$ cat src/hdl/tlvkf_pkg.sv
`default_nettype none

package tlvkf_pkg;

	localparam int unsigned WORD_W = 16;
	localparam int unsigned CNT_W  = 15;
	localparam int unsigned KB_W   = 17;
	localparam int unsigned LEN_W  = 24;

	localparam logic [WORD_W-1:0] MARKER   = 16'hffff;
	localparam logic [WORD_W-1:0] SEC_MASK = 16'hff00;
	localparam logic [KB_W-1:0]   KB_MAX   = 17'h1ffff;
	localparam logic [LEN_W-1:0]  LEN_MAX  = 24'hffffff;
	localparam logic [LEN_W-1:0]  LEN_INIT = 24'd4;

	typedef enum logic [1:0] {
		CFG_TARGET_SECTION = 2'd0,
		CFG_TARGET_KEY     = 2'd1,
		CFG_MAX_VALUES     = 2'd2
	} cfg_index_t;

	typedef enum logic [1:0] {
		ST_VALUE   = 2'd0,
		ST_MISSING = 2'd1,
		ST_END     = 2'd2
	} status_t;

	typedef enum logic [3:0] {
		PH_TS0      = 4'd0,
		PH_TS1      = 4'd1,
		PH_SEC_ID   = 4'd2,
		PH_SEC_SIZE = 4'd3,
		PH_SKIP     = 4'd4,
		PH_KEY_ID   = 4'd5,
		PH_KEY_SIZE = 4'd6,
		PH_KEY_SKIP = 4'd7,
		PH_VALUES   = 4'd8,
		PH_DONE     = 4'd9
	} phase_t;

	typedef struct packed {
		logic [WORD_W-1:0] image_word;
		logic              first;
	} in_t;

	typedef struct packed {
		logic [1:0]        status;
		logic [WORD_W-1:0] value;
		logic              last;
		logic [LEN_W-1:0]  image_length;
		logic              section_found;
	} out_t;

endpackage

`default_nettype wire

$ cat src/hdl/tlvkf_parser.sv
`default_nettype none

module tlvkf_parser (
	input  wire logic                      clk,
	input  wire logic                      arst_n,
	input  wire logic                      en,
	input  wire logic [15:0]               word,
	input  wire logic                      first,
	input  wire logic [15:0]               target_section,
	input  wire logic [15:0]               target_key,
	input  wire logic [14:0]               max_values,
	output logic                           res_valid,
	output tlvkf_pkg::out_t                res
);
	import tlvkf_pkg::*;

	phase_t              phase_q, c_phase, n_phase;
	logic [WORD_W-1:0]   hid_q, c_hid, n_hid;
	logic [CNT_W-1:0]    swl_q, c_swl, n_swl;
	logic [KB_W-1:0]     kb_q, c_kb, n_kb;
	logic [WORD_W-1:0]   khid_q, c_khid, n_khid;
	logic [CNT_W-1:0]    vwl_q, c_vwl, n_vwl;
	logic [CNT_W-1:0]    ve_q, c_ve, n_ve;
	logic                sm_q, c_sm, n_sm;
	logic                ksd_q, c_ksd, n_ksd;
	logic [LEN_W-1:0]    len_q, c_len, n_len;

	logic [CNT_W-1:0]    words, swl_dec, vwl_dec, ve_inc;
	logic [KB_W:0]       kb_sum;
	logic [KB_W-1:0]     kb_new;
	logic [LEN_W:0]      len_sum, len_fin;
	logic [LEN_W-1:0]    len_new, len_end;
	logic                sec_end, key_end, sec_hit, key_hit;
	logic                more_new, more_cur, value_ok;

	// first restarts the parse on this very word
	assign c_phase = first ? PH_TS0 : phase_q;
	assign c_hid   = first ? '0 : hid_q;
	assign c_swl   = first ? '0 : swl_q;
	assign c_kb    = first ? '0 : kb_q;
	assign c_khid  = first ? '0 : khid_q;
	assign c_vwl   = first ? '0 : vwl_q;
	assign c_ve    = first ? '0 : ve_q;
	assign c_sm    = first ? 1'b0 : sm_q;
	assign c_ksd   = first ? 1'b0 : ksd_q;
	assign c_len   = first ? LEN_INIT : len_q;

	assign words   = word[WORD_W-1:1];
	assign swl_dec = c_swl - 1'b1;
	assign vwl_dec = c_vwl - 1'b1;
	assign ve_inc  = c_ve + 1'b1;

	assign kb_sum  = {1'b0, c_kb} + {2'b0, word} + 18'd4;
	assign kb_new  = (kb_sum > {1'b0, KB_MAX}) ? KB_MAX : kb_sum[KB_W-1:0];
	assign len_sum = {1'b0, c_len} + {9'b0, word} + 25'd4;
	assign len_new = (len_sum > {1'b0, LEN_MAX}) ? LEN_MAX : len_sum[LEN_W-1:0];
	assign len_fin = {1'b0, c_len} + 25'd4;
	assign len_end = (len_fin > {1'b0, LEN_MAX}) ? LEN_MAX : len_fin[LEN_W-1:0];

	assign sec_end  = (c_hid == MARKER) && (word == MARKER);
	assign key_end  = (c_khid == MARKER) && (word == MARKER);
	assign sec_hit  = !c_sm && ((c_hid & SEC_MASK) == target_section);
	assign key_hit  = (c_khid == target_key);
	assign more_new = kb_new < {1'b0, c_hid};
	assign more_cur = c_kb < {1'b0, c_hid};
	assign value_ok = c_ve < max_values;

	// next state
	always_comb begin
		n_phase = c_phase;
		n_hid   = c_hid;
		n_swl   = c_swl;
		n_kb    = c_kb;
		n_khid  = c_khid;
		n_vwl   = c_vwl;
		n_ve    = c_ve;
		n_sm    = c_sm;
		n_ksd   = c_ksd;
		n_len   = c_len;
		case (c_phase)
			PH_TS0: n_phase = PH_TS1;
			PH_TS1: n_phase = PH_SEC_ID;
			PH_SEC_ID: begin
				n_hid   = word;
				n_phase = PH_SEC_SIZE;
			end
			PH_SEC_SIZE: begin
				if (sec_end) begin
					n_phase = PH_DONE;
				end else begin
					n_len = len_new;
					if (sec_hit) begin
						n_sm  = 1'b1;
						n_hid = word;
						n_kb  = '0;
						if (words == '0) begin
							n_ksd   = 1'b1;
							n_phase = PH_SEC_ID;
						end else begin
							n_ksd   = 1'b0;
							n_swl   = words;
							n_phase = PH_KEY_ID;
						end
					end else if (words == '0) begin
						n_phase = PH_SEC_ID;
					end else begin
						n_swl   = words;
						n_phase = PH_SKIP;
					end
				end
			end
			PH_SKIP, PH_KEY_ID, PH_KEY_SIZE, PH_KEY_SKIP, PH_VALUES: begin
				n_swl = swl_dec;
				case (c_phase)
					PH_KEY_ID: begin
						n_khid  = word;
						n_phase = PH_KEY_SIZE;
					end
					PH_KEY_SIZE: begin
						if (key_end) begin
							n_phase = PH_SKIP;
							n_ksd   = 1'b1;
						end else if (key_hit) begin
							n_ksd   = 1'b1;
							n_vwl   = words;
							n_ve    = '0;
							n_phase = (words != '0) ? PH_VALUES : PH_SKIP;
						end else begin
							n_kb  = kb_new;
							n_vwl = words;
							if (words != '0) begin
								n_phase = PH_KEY_SKIP;
							end else if (more_new) begin
								n_phase = PH_KEY_ID;
							end else begin
								n_phase = PH_SKIP;
								n_ksd   = 1'b1;
							end
						end
					end
					PH_KEY_SKIP: begin
						n_vwl = vwl_dec;
						if (vwl_dec == '0) begin
							if (more_cur) begin
								n_phase = PH_KEY_ID;
							end else begin
								n_phase = PH_SKIP;
								n_ksd   = 1'b1;
							end
						end
					end
					PH_VALUES: begin
						n_vwl = vwl_dec;
						if (value_ok) n_ve = ve_inc;
						if (vwl_dec == '0) n_phase = PH_SKIP;
					end
					default: ;
				endcase
				// section exhausted: back to the next header
				if (swl_dec == '0) begin
					n_phase = PH_SEC_ID;
					if (c_sm) n_ksd = 1'b1;
				end
			end
			default: ;
		endcase
	end

	// result
	always_comb begin
		logic done_k;
		done_k               = c_ksd;
		res_valid            = 1'b0;
		res                  = '0;
		res.status           = ST_VALUE;
		case (c_phase)
			PH_SEC_SIZE: begin
				if (sec_end) begin
					res_valid         = 1'b1;
					res.status        = ST_END;
					res.image_length  = len_end;
					res.section_found = c_sm;
				end else if (sec_hit && words == '0) begin
					res_valid  = 1'b1;
					res.status = ST_MISSING;
				end
			end
			PH_SKIP, PH_KEY_ID, PH_KEY_SIZE, PH_KEY_SKIP, PH_VALUES: begin
				case (c_phase)
					PH_KEY_SIZE: begin
						if (key_end) begin
							res_valid = 1'b1;
							done_k    = 1'b1;
						end else if (key_hit) begin
							done_k = 1'b1;
						end else if (words == '0 && !more_new) begin
							res_valid = 1'b1;
							done_k    = 1'b1;
						end
						res.status = ST_MISSING;
					end
					PH_KEY_SKIP: begin
						if (vwl_dec == '0 && !more_cur) begin
							res_valid = 1'b1;
							done_k    = 1'b1;
						end
						res.status = ST_MISSING;
					end
					PH_VALUES: begin
						if (value_ok) begin
							res_valid = 1'b1;
							res.value = word;
							res.last  = (ve_inc == max_values) || (vwl_dec == '0) ||
								(swl_dec == '0);
						end
					end
					default: ;
				endcase
				if (swl_dec == '0 && c_sm && !done_k && !res_valid) begin
					res_valid  = 1'b1;
					res.status = ST_MISSING;
				end
			end
			default: ;
		endcase
	end

	always_ff @(posedge clk or negedge arst_n) begin
		if (!arst_n) begin
			phase_q <= PH_TS0;
			hid_q   <= '0;
			swl_q   <= '0;
			kb_q    <= '0;
			khid_q  <= '0;
			vwl_q   <= '0;
			ve_q    <= '0;
			sm_q    <= 1'b0;
			ksd_q   <= 1'b0;
			len_q   <= LEN_INIT;
		end else if (en) begin
			phase_q <= n_phase;
			hid_q   <= n_hid;
			swl_q   <= n_swl;
			kb_q    <= n_kb;
			khid_q  <= n_khid;
			vwl_q   <= n_vwl;
			ve_q    <= n_ve;
			sm_q    <= n_sm;
			ksd_q   <= n_ksd;
			len_q   <= n_len;
		end
	end

endmodule

`default_nettype wire

$ cat src/hdl/tlv_config_section_key_finder.sv
// An accepted word is held in the word register; its result is loaded into the result register when it advances.
// Throughput: one word per cycle; the word register and the result register are each one
// deep, and a word waits only while a result is held by out_stall.
// Reset (arst_n low): parse restarts at the first timestamp word, length count at 4,
// target_section and target_key 0, max_values 1, both registers empty.
`default_nettype none

module tlv_config_section_key_finder (
	input  wire logic            clk,
	input  wire logic            arst_n,
	input  wire logic            in_valid,
	output logic                 in_stall,
	input  wire tlvkf_pkg::in_t  in_data,
	output logic                 out_valid,
	input  wire logic            out_stall,
	output tlvkf_pkg::out_t      out_data,
	input  wire logic            cfg_write,
	input  wire logic [1:0]      cfg_index,
	input  wire logic [15:0]     cfg_data
);
	import tlvkf_pkg::*;

	logic [WORD_W-1:0] target_section_q, target_key_q;
	logic [CNT_W-1:0]  max_values_q;
	logic              valid_s1;
	in_t               data_s1;
	logic              advance, accept;
	logic              res_valid;
	out_t              res;
	logic              out_valid_q;
	out_t              out_data_q;

	assign advance  = valid_s1 && (!out_valid_q || !out_stall);
	assign in_stall = valid_s1 && !advance;
	assign accept   = in_valid && !in_stall;

	assign out_valid = out_valid_q;
	assign out_data  = out_data_q;

	always_ff @(posedge clk or negedge arst_n) begin
		if (!arst_n) begin
			target_section_q <= '0;
			target_key_q     <= '0;
			max_values_q     <= 15'd1;
		end else if (cfg_write) begin
			case (cfg_index)
				CFG_TARGET_SECTION: target_section_q <= cfg_data;
				CFG_TARGET_KEY:     target_key_q     <= cfg_data;
				CFG_MAX_VALUES:     max_values_q     <= cfg_data[CNT_W-1:0];
				default: ;
			endcase
		end
	end

	// word register
	always_ff @(posedge clk or negedge arst_n) begin
		if (!arst_n) begin
			valid_s1 <= 1'b0;
		end else if (accept) begin
			valid_s1 <= 1'b1;
		end else if (advance) begin
			valid_s1 <= 1'b0;
		end
	end

	always_ff @(posedge clk) begin
		if (accept) data_s1 <= in_data;
	end

	tlvkf_parser u_parser (
		.clk            (clk),
		.arst_n         (arst_n),
		.en             (advance),
		.word           (data_s1.image_word),
		.first          (data_s1.first),
		.target_section (target_section_q),
		.target_key     (target_key_q),
		.max_values     (max_values_q),
		.res_valid      (res_valid),
		.res            (res)
	);

	// result register: load on advance, drop once taken
	always_ff @(posedge clk or negedge arst_n) begin
		if (!arst_n) begin
			out_valid_q <= 1'b0;
		end else if (advance) begin
			out_valid_q <= res_valid;
		end else if (!out_stall) begin
			out_valid_q <= 1'b0;
		end
	end

	always_ff @(posedge clk) begin
		if (advance) out_data_q <= res;
	end

	a_stall_needs_word: assert property (@(posedge clk) disable iff (!arst_n)
		in_stall |-> (valid_s1 && out_valid_q && out_stall))
		else $error("input stalled without a held word and a blocked result");

	a_last_only_on_value: assert property (@(posedge clk) disable iff (!arst_n)
		(out_valid && out_data.last) |-> (out_data.status == ST_VALUE))
		else $error("last flag set on a non-value result");

	a_end_length: assert property (@(posedge clk) disable iff (!arst_n)
		(out_valid && out_data.status == ST_END) |-> (out_data.image_length >= 24'd8))
		else $error("image end reported with length below header and marker");

	a_held_word_advances: assert property (@(posedge clk) disable iff (!arst_n)
		(valid_s1 && !out_valid_q) |=> (!valid_s1 || $past(accept)))
		else $error("held word failed to advance into an empty result register");

endmodule

`default_nettype wire

$ cat config.mk
export PLATFORM = sky130hd
export DESIGN_NAME = tlv_config_section_key_finder
export DESIGN_NICKNAME = d
export VERILOG_FILES = /design/src/hdl/tlvkf_pkg.sv /design/src/hdl/tlvkf_parser.sv /design/src/hdl/tlv_config_section_key_finder.sv
export SDC_FILE = /design/constraint.sdc
export NUM_CORES = 1
export LEC_CHECK = 0
export BUFFER_PORTS_ARGS = -buffer_cell sky130_fd_sc_hd__clkbuf_2
export CORE_MARGIN = 2
export CORE_UTILIZATION = 29
export CTS_CLUSTER_DIAMETER = 50
export DETAILED_ROUTE_END_ITERATION = 16
export HOLD_SLACK_MARGIN = 0.03
export PLACE_DENSITY = 0.4
export SYNTH_ARGS = -nofsm -noshare
export SYNTH_HDL_FRONTEND = slang
export SYNTH_SLANG_ARGS = --single-unit
$ cat constraint.sdc
create_clock -name clk -period 6.9 [get_ports clk]
set_input_delay 0.345 -clock clk [delete_from_list [all_inputs] [get_ports clk]]
set_output_delay 0.345 -clock clk [all_outputs]
set_load 0.05 [all_outputs]
# Yosys cells after proc, flatten, opt, wreduce, memory -nomap -nowiden
# Index checks and enable logic that the tools add are counted.
dict set report word_totals {
  ff_bits 234
  latch_bits 0
  mem_bits_rw 0
  rom_bits 0
  inputBits 40
  out_inout_bits 46
  wordCells 186
  memories 0
}
dict set report op_classes {
  addsub 8
  n_mul 0
  div_mod_pow 0
  order_cmp 6
  n_eq_ne 17
  n_shift 0
  mux 94
  n_bitwise 0
  reduce_logical 39
}
# cell count
set ops {}
lappend ops {{$mux W15} 11}
lappend ops {{$mux W24} 5}
lappend ops {{$mux W17} 7}
lappend ops {{$mux W16} 6}
lappend ops {{$pmux W15 S2} 3}
lappend ops {{$gt A25 B24 Y1 const B} 2}
lappend ops {{$eq A16 B16 Y1 const B} 3}
lappend ops {{$logic_not A15 Y1} 3}
lappend ops {{$mux W4} 10}
lappend ops {{$mux W1} 38}
lappend ops {{$lt A17 B16 Y1} 2}
lappend ops {{$pmux W17 S2} 1}
lappend ops {{$eq A16 B16 Y1} 2}
lappend ops {{$pmux W16 S2} 1}
lappend ops {{$sub A15 B1 Y15 const B} 2}
lappend ops {{$add A24 B16 Y25} 1}
lappend ops {{$add A24 B3 Y25 const B} 1}
lappend ops {{$add A25 B3 Y25 const B} 1}
lappend ops {{$pmux W4 S5} 1}
lappend ops {{$add A17 B16 Y18} 1}
lappend ops {{$add A18 B3 Y18 const B} 1}
lappend ops {{$gt A18 B17 Y1 const B} 1}
lappend ops {{$eq A4 B3 Y1 const B} 4}
lappend ops {{$pmux W4 S4} 1}
lappend ops {{other kinds (25)} 56}

# Depth between registers and ports, before layout
# Gate-level depths: netlist of the first run.
dict set report depth {
  depth_word 19
  ltp_mapped 32
}

# Modules after synthesis
# A second synthesis of the first run with hierarchy kept.
dict set report hier_totals {
  cells_unflattened 1748
  hier_area_um2 15959.1
}
# module instances cells_per_inst area_each_um2
set by_module_without_submodules {}
lappend by_module_without_submodules {tlvkf_parser 1 1579 12259.3}
lappend by_module_without_submodules {tlv_config_section_key_finder 1 169 3699.8}

# Worst setup path after synthesis of the first run
# OpenSTA, ideal clock, no wires.
dict set report synth_path {
  path_type {reg-to-reg}
  start {register data_s1[0] (netlist name)}
  end {register out_data_q (netlist bit out_data[42]) (data pin)}
  arrival_ns 5.937
  path_slack_ns 0.794
  stages_incl_launch_ff 33
  path_buffers 10
  synth_period_minus_slack_ns 6.106
  path_cell_list {edfxtp_1 buf_4 buf_6 buf_4 buf_2 buf_2 clkbuf_1 clkbuf_1 clkbuf_1 nor2b_1 ha_1 ha_1 inv_1 fa_1 nor2b_1 o21ai_0 a21oi_1 o21ba_2 a311oi_1 or2_2 clkbuf_1 clkbuf_1 o21ai_0 ha_1 and3_1 a221o_1 a21oi_1 o21a_1 o31a_1 nand2b_1 o221ai_1 nand4_1 o31ai_1}
}
# element line
set synth_lines {}
lappend synth_lines {{start, declared} tlv_config_section_key_finder.sv:26} ;# in_t data_s1;
lappend synth_lines {{start signal, assigned} tlv_config_section_key_finder.sv:67} ;# if (accept) data_s1 <= in_data;
lappend synth_lines {{end signal, assigned} tlv_config_section_key_finder.sv:95} ;# if (advance) out_data_q <= res;
lappend synth_lines {{end, declared} tlv_config_section_key_finder.sv:31} ;# out_t out_data_q;

==> results of run 1 <==
[report_power, final]
part	internal (mW)	switching (mW)	total, mW
combinational	0.462	0.661	1.12
clock	1.27	0.779	2.05
sequential	1.59	0.222	1.81
[repair_timing]
| action | CTS | global route |
|---|---|---|
| resized for setup | 0 | 0 |
| endpoints found under the hold margin | 87 | 0 |
| hold buffers | 23 | 0 |
[flip-flops by register name, summed over array words and instances, names as in the netlist, 4 cells and up]
register	count
out_data	44
u_parser.vwl_q	15
u_parser.swl_q	15
u_parser.kb_q	17
u_parser.phase_q	4
u_parser.len_q	24
u_parser.ve_q	15
target_key_q	16
u_parser.hid_q	16
data_s1	17
target_section_q	16
u_parser.khid_q	16
max_values_q	15
[placed cells by master, fill, tap and decap left out, types with 24 or more instances in the layout]
| cell | count |
|---|---|
| nand2_1 | 180 |
| dfrtp_1 | 171 |
| o21ai_0 | 125 |
| a21oi_1 | 111 |
| nor2_1 | 106 |
| ha_1 | 99 |
| clkbuf_2 | 84 |
| edfxtp_1 | 61 |
| inv_1 | 58 |
| nor2b_1 | 58 |
| xnor2_1 | 53 |
| a22o_1 | 50 |
| mux2_2 | 49 |
| clkbuf_16 | 42 |
| xor2_1 | 41 |
| nor3_1 | 39 |
| buf_4 | 35 |
| and2_1 | 33 |
| nand3_1 | 32 |
| nand2b_1 | 28 |
| nand4_1 | 24 |
[final cells by class]
class                      instances  area, um2
antenna                            1       2.50
inverter                          60        225
clock inverter                    25        268
sequential                       234       6160
tap                              696        871
timing repair buffer             143        927
clock buffer                      51       1100
fill                            5564      35400
multi-input combinational       1329       9000
[cell families after synthesis]
logic type / count (synthesis) / synth area share [%]
compound gates: 460 / 18.9
xor+xnor: 94 / 5.20
fa+ha+maj: 101 / 8.08
buf+inv: 160 / 4.24
flops: 234 / 38.9
mux: 52 / 3.68
simple gates: 622 / 20.9
[per-layer routing]
metal,share of wire [%],wire length [um],up-vias
met3,3.4,1780,81
met1,47,24700,6543
li1,-,-,6489
met2,47,24600,249
met5,0.025,13,-
met4,2.4,1240,2
[critical path, cell delays in order, from the launching register on]
cell      delay [ns]
edfxtp_1        0.49
buf_4           0.30
nand2b_1        0.22
xnor2_1         0.14
ha_1            0.34
nor2b_1         0.16
o21ai_0         0.28
a21oi_1         0.15
o21ba_2         0.26
a311oi_1        0.29
or2_2           0.42
o21ai_0         0.25
ha_1            0.34
and3_1          0.18
a221o_1         0.32
a21oi_1         0.20
o21a_1          0.19
o31a_1          0.18
nand2b_1        0.07
o221ai_1        0.18
nand4_1         0.15
o31ai_1         0.21
[final timing paths]
check                             startpoint             endpoint  slack, ns  depth (start not counted)
min                              cfg_data[8]  target_section_q[8]       0.06                          2
min in group asynchronous             arst_n  target_section_q[0]       0.33                          2
max reg2reg                       data_s1[0]         out_data[42]       1.42                         21
max in group asynchronous             arst_n    u_parser.vwl_q[4]       5.29                          3
min reg2reg                u_parser.len_q[7]    u_parser.len_q[7]       0.46                          2
max                               data_s1[0]         out_data[42]       1.42                         21
==> run summary, run 1 <==
dpl hpwl = 37000 um
antenna violations before repair = 1
Starting Density = 29.4%
Gate Count Post-Synth = 1723
WL/cell = 20.6 um
first-pass GRT wire length = 82300 um
Crit Path Class = register to register
M1 GR Usage = 25.2%
cell with the most instances after synthesis = nand2_1
crit path max fanout = 31
#FFs+latches synth = 234
CP endpoint kind = register
status = finished, final reports clean
area grow syn2layout = 17.3%
dominant synthesized flop cell = dfrtp_1
fraction of layout cells with a size suffix above 1 = 15.2%
max_cap viols = 0
Inst Count DP = 2439
Max Freq = 0.183 GHz
core area = 0.0539 mm2
Leak = 7.95 nW
vias = 13364
vias per inst = 5.26
cell row count = 85
CP Data Arrival Time = 5.87 ns
TNS Setup = 0 ns
DRT iter0 DRCs = 783
sequential area share after synthesis = 38.9%
final setup violation count = 0
EDFF count, synth = 61
Ports = 86
worst vdd ir = 0.190 mV
Layout Nets = 1950
Hold Path Class = input pin to register
post-synth top area cell = dfrtp_1
GRT Residual Overflow = 0
library cells used by synthesis = 91
min cycle time layout = 5.48 ns
top cells by area, synth = dfrtp_1 27%, edfxtp_1 12%, ha_1 7.8%
drt first pass iters = 5
die width = 238 um
Slew HR = 27.5%
vias in the first global route = 13580
Clock Latency Late Sink = 0.57 ns
setup bufs post-CTS = 0
Fin. Hold Viols = 0
RSZ-0062 raised after global routing = no
count of input and output buffers = 85
WL final = 52400 um
final worst setup slack = 1.42 ns
pwr/cell area = 268 mW/mm2
Final Cycle Share = 79.4%
Syn Nets = 1864
WP data required = 7.30 ns
Clock Skews = 0.0344 ns
hold_ws = 0.0620 ns
Clock Root Buffer = clkbuf_16
fin area = 0.0186 mm2
CTS Buffer Depth = 3
dpl ws = 1.45 ns
total power = 4.98 mW
DRC errors left = 0
GR peak layer = met2
Syn Area/Cell = 9.19 um2
CTS H-tree depth = 2
CTS Buf Count = 41
met2 Use GR = 31.6%
Critical Path Start Type = register
Synth top cells by count = 180 x nand2_1, 171 x dfrtp_1, 125 x o21ai_0
die area = 0.0565 mm2
YS warnings = 0
die height = 238 um
Post-Syn Area = 0.0158 mm2
Area after DPL = 0.0170 mm2
Slew @ Worst Pin = 1.08 ns
met3 global-route usage = 2.38%
clock-pin slew on the worst setup and hold paths = 0.06 ns
DRT antenna net count = 0
post-layout util = 34.4%
Slew Limit Fails = 0
asr flop ratio synth = 73.9%
gpl congestion = 0.819
largest net degree at the start of global routing = 67
top-area cell type share of the netlist area = 27.0%
non-filler cells, final = 2539
clock sinks = 234
CTS tree = built
All-Layer GR Usage = 18.8%
Power figures use the tool's default switching activity.
==> run 2, diff against run 1 <==
clock period = 5.2 ns   (was 6.9 ns; I/O delays follow)
==> run summary, run 2 (synthesized netlist as in run 1, its figures left out) <==
DRT iter0 DRCs = 747 (-4.6%)
crit path max fanout = 18 (-42%)
WP data required = 5.59 ns (-1.71 ns)
DRT antenna net count = 0 (unchanged)
largest net degree at the start of global routing = 93 (+39%)
min cycle time layout = 4.98 ns (-0.499 ns)
dpl hpwl = 37500 um (+1.3%)
core area = 0.0539 mm2 (unchanged)
post-layout util = 35.3% (+0.91 points)
TNS Setup = 0 ns (unchanged)
first-pass GRT wire length = 81600 um (-0.84%)
count of input and output buffers = 85 (unchanged)
WL final = 52500 um (+0.30%)
CTS Buf Count = 42 (+2.4%)
hold_ws = 0.0922 ns (+0.0303 ns)
Ports = 86 (unchanged)
vias = 13520 (+1.2%)
CTS H-tree depth = 2 (unchanged)
WL/cell = 20.5 um (-0.67%)
worst vdd ir = 0.223 mV (+17%)
clock-pin slew on the worst setup and hold paths = 0.06 ns (about the same)
clock sinks = 234 (unchanged)
Hold Path Class = input pin to register
die width = 238 um (unchanged)
vias per inst = 5.27 (+0.18%)
fillers = 5497 (-1.2%)
Slew Limit Fails = 0 (unchanged)
Layout Nets = 1976 (+1.3%)
CTS Buffer Depth = 3 (unchanged)
vias in the first global route = 13529 (-0.38%)
Final Cycle Share = 95.8% (+16 points)
CP endpoint kind = register
commonest non-fill, non-tap cell in the layout = nand2_1
Sequential Area = 0.00616 mm2 (unchanged)
Slew @ Worst Pin = 1.27 ns (+0.190 ns)
Clock Latency Late Sink = 0.56 ns (about the same)
fraction of layout cells with a size suffix above 1 = 16.5% (+1.3 points)
die height = 238 um (unchanged)
Critical Path Start Type = register
area grow syn2layout = 20.4%
final setup violation count = 0 (unchanged)
most frequent cells in the layout = 179 x nand2_1, 171 x dfrtp_1, 122 x o21ai_0, 110 x a21oi_1, 106 x nor2_1
Max Freq = 0.201 GHz (+10%)
max FFs per register = 44 (unchanged)
Clock Skews = 0.0353 ns (+0.000884 ns)
gpl congestion = 0.820 (+0.17%)
DRC errors left = 0 (unchanged)
multi-input logic area = 0.00911 mm2 (+1.3%)
Slew HR = 14.5% (-13 points)
CTS tree = built
status = finished, final reports clean
pwr/cell area = 362 mW/mm2 (+35%)
All-Layer GR Usage = 18.7% (-0.12 points)
Fin. Hold Viols = 0 (unchanged)
antenna violations before repair = 1 (unchanged)
Crit Path Class = register to register
max_cap viols = 0 (unchanged)
drt first pass iters = 5 (unchanged)
cell row count = 85 (unchanged)
Clock Root Buffer = clkbuf_16
die area = 0.0565 mm2 (unchanged)
CP Data Arrival Time = 5.37 ns (-0.50 ns)
Starting Density = 29.4% (unchanged)
Leak = 8.14 nW (+2.4%)
GRT Residual Overflow = 0 (unchanged)
## run 2: final timing paths
check	start	endpoint	slack, ns	cells past startpoint
min	out_stall	out_valid	0.09	3
max reg2reg	data_s1[0]	out_data[42]	0.22	22
min reg2reg	u_parser.len_q[7]	u_parser.len_q[7]	0.46	2
max in group asynchronous	arst_n	u_parser.kb_q[9]	3.71	3
min in group asynchronous	arst_n	target_section_q[5]	0.32	2
max	data_s1[0]	out_data[42]	0.22	22
## run 2: cell type report
cell class                      instances  area share (%)
Multi-Input combinational cell       1330            47.8
Clock inverter                         23            1.75
Antenna cell                            1          0.0131
Inverter                               60            1.19
Timing Repair Buffer                  167            6.14
Sequential cell                       234            32.3
Tap cell                              696            4.57
Clock buffer                           53            6.16
## run 2: critical path, cell delays in order (launching register included)
cell,delay (ns)
edfxtp_1,0.47
buf_12,0.20
inv_2,0.12
nand2_1,0.08
xnor2_1,0.14
ha_1,0.35
a21o_1,0.21
a211o_1,0.27
o21ba_2,0.26
a311oi_4,0.33
or2_4,0.23
inv_1,0.09
or2_2,0.32
ha_1,0.19
a21oi_1,0.14
o21ai_0,0.13
a221oi_1,0.30
o21a_1,0.21
o31a_1,0.18
nand2b_1,0.08
o221ai_2,0.13
nand4_1,0.14
o31ai_1,0.23
## run 2: power breakdown
group          switching [mW]  internal [mW]  leakage (nW)
registers               0.291           2.11          2.89
logic                   0.881          0.630          4.52
clock network            1.04           1.95         0.730
## run 2: per-layer routing
layer  vias up  routed length (um)  GRT usage [%]  share of wire (%)
li1       6518                   -              -                  -
met1      6665               24700           25.1                 47
met2       262               24700           31.0                 47
met3        75                1770           2.44                3.4
met4         0                1300           6.06                2.5
met5         -                   0              0                  0
## run 2: stage by stage
step	cell area, um2	std cells	setup slack [ns]	power (mW)
after floorplan	16000	1723	-0.0976	3.48
after CTS	18900	2556	0.0966	6.98
final	19100	2564	0.221	6.90
after global routing	19100	2563	-0.00606	7.28
after global placement	17100	2444	0.230	3.90
after detailed placement	17100	2444	0.0665	3.91
## run 2: repair_timing
action | in CTS | in global routing
endpoints found under the setup margin | 0 | 4
gates resized for setup | 0 | 11
endpoints found under the hold margin | 154 | 0
buffers inserted | 0 | 5
hold buffers | 36 | 0
==> run 3, diff against run 2 <==
CORE_UTILIZATION = 41   (was 29)
PLACE_DENSITY = not set   (was 0.4)
==> run summary, run 3 (synthesized netlist as in run 1, its figures left out) <==
status = finished, final reports clean
sw frac = 33.2% (+1.2 points)
Clock power frac = 39.1% (-4.2 points)
Fin. Hold Viols = 0 (unchanged)
DRC errors left = 0 (unchanged)
Reg power frac = 37.5% (+2.7 points)
Area after DPL = 0.0168 mm2 (-1.4%)
Int Pwr = 4.25 mW (-9.3%)
most frequent cells in the layout = 179 x nand2_1, 171 x dfrtp_1, 122 x o21ai_0, 111 x a21oi_1, 106 x nor2_1
pwr/cell area = 344 mW/mm2 (-4.9%)
largest net degree at the start of global routing = 174 (+87%)
min cycle time layout = 4.98 ns (+0.00532 ns)
DRT antenna net count = 0 (unchanged)
max_cap viols = 0 (unchanged)
combinational share of power = 23.5% (+1.6 points)
drt first pass iters = 6 (+1)
WL final = 46100 um (-12%)
commonest non-fill, non-tap cell in the layout = nand2_1
Clock Skews = 0.0268 ns (-0.00848 ns)
reg-to-reg slack, setup = 0.22 ns (about the same)
crit path max fanout = 41 (+23)
Max Freq = 0.201 GHz (-0.11%)
Starting Density = 41.8% (+12 points)
dpl hpwl = 32400 um (-14%)
Final Cycle Share = 95.9% (+0.10 points)
vias = 13651 (+0.97%)
cell row count = 71 (-16%)
CTS H-tree depth = 2 (unchanged)
final setup violation count = 0 (unchanged)
Slew @ Worst Pin = 1.19 ns (-0.0806 ns)
P_sw = 2.12 mW (-4.2%)
Hold Path Class = input pin to register
ant diodes = 0 (-1)
area grow syn2layout = 16.9%
worst vdd ir = 0.220 mV (-1.2%)
CTS Buf Count = 37 (-12%)
clock-pin slew on the worst setup and hold paths = 0.05 ns (about the same)
die width = 200 um (-16%)
fin area = 0.0185 mm2 (-2.9%)
antenna violations before repair = 0 (-1)
TNS Setup = 0 ns (unchanged)
post-layout util = 48.9% (+14 points)
CP endpoint kind = register
DRT iter0 DRCs = 1013 (+36%)
Leak = 7.99 nW (-1.9%)
GRT Residual Overflow = 0 (unchanged)
core area = 0.0378 mm2 (-30%)
Slew HR = 19.9% (+5.4 points)
Critical Path Start Type = register
CTS Buffer Depth = 3 (unchanged)
Crit Path Class = register to register
CP Data Arrival Time = 5.34 ns (-0.03 ns)
total power = 6.37 mW (-7.6%)
clock sinks = 234 (unchanged)
Clock Latency Late Sink = 0.54 ns (-0.02 ns)
Layout Nets = 1964 (-0.61%)
die height = 200 um (-16%)
first-pass GRT wire length = 73500 um (-9.9%)
WL/cell = 19.5 um (-4.9%)
vias in the first global route = 13102 (-3.2%)
WP data required = 5.56 ns (-0.03 ns)
Ports = 86 (unchanged)
CTS tree = built
vias per inst = 5.78 (+9.6%)
count of input and output buffers = 85 (unchanged)
All-Layer GR Usage = 22.8% (+4.1 points)
max FFs per register = 44 (unchanged)
gpl congestion = 0.904 (+10%)
Slew Limit Fails = 0 (unchanged)
fraction of layout cells with a size suffix above 1 = 15.9% (-0.57 points)
die area = 0.0402 mm2 (-29%)
Clock Root Buffer = clkbuf_16
run 3: critical path, cell delays in order, from the launching register on:
cell	delay, ns
edfxtp_1	0.44
buf_12	0.22
inv_2	0.13
nand2_1	0.09
ha_1	0.32
fa_2	0.40
nor2b_2	0.16
o21ai_1	0.11
a21oi_1	0.21
o21ba_2	0.23
a311oi_4	0.12
or2_4	0.33
nand2b_1	0.11
ha_1	0.23
and3_1	0.18
a221o_1	0.30
a21oi_1	0.20
o21a_1	0.17
o31a_1	0.21
nand2b_1	0.08
o221ai_2	0.14
nand4_1	0.15
o31ai_2	0.25
run 3: path summary, 6_finish.rpt:
check / start / to / cells past startpoint
setup reg to reg: data_s1[0] / out_data[42] / 22
min in group asynchronous: arst_n / target_section_q[5] / 3
hold / removal: out_stall / valid_s1 / 3
setup / recovery: data_s1[0] / out_data[42] / 22
hold reg to reg: u_parser.len_q[7] / u_parser.len_q[7] / 2
max in group asynchronous: arst_n / u_parser.swl_q[2] / 3
run 3: final cells by class:
cell class	count	area [um2]
timing repair buffer	160	1110
tap	511	639
multi-input combinational	1330	9100
clock inverter	20	199
clock buffer	48	1060
inverter	60	225
fill	3565	19300
sequential	234	6160
run 3: power groups by stage:
stage                     Sequential, mW  Clock, mW  Combinational [mW]
after floorplan                     2.36          0                1.12
after global routing                2.42       2.63                1.67
after global placement              2.41          0                1.44
final                               2.39       2.49                1.50
after detailed placement            2.41          0                1.46
after CTS                           2.38       2.54                1.49
run 3: timing repair:
action / CTS / global route
gates resized for setup: 0 / 7
setup endpoints to repair: 0 / 3
setup buffers: 0 / 2
hold endpoints to repair: 234 / 0
hold buffers: 35 / 0
run 3: per-layer routing:
metal | routed length [um] | vias up | track usage, %
li1 | - | 6483 | -
met1 | 21300 | 6630 | 32.0
met2 | 20400 | 437 | 35.6
met3 | 2690 | 101 | 3.07
met4 | 1650 | 0 | 8.86
met5 | 0 | - | 0
run 3: through the flow:
| step | hold WS, ns | setup WS (ns) | std cells |
|---|---|---|---|
| floorplan | -0.0356 | -0.0976 | 1723 |
| global placement | 0.440 | 0.371 | 2257 |
| detailed placement | 0.439 | 0.196 | 2257 |
| CTS | 0.0655 | 0.165 | 2360 |
| global route | 0.0979 | -0.0253 | 2363 |
| finish | 0.0950 | 0.215 | 2363 |
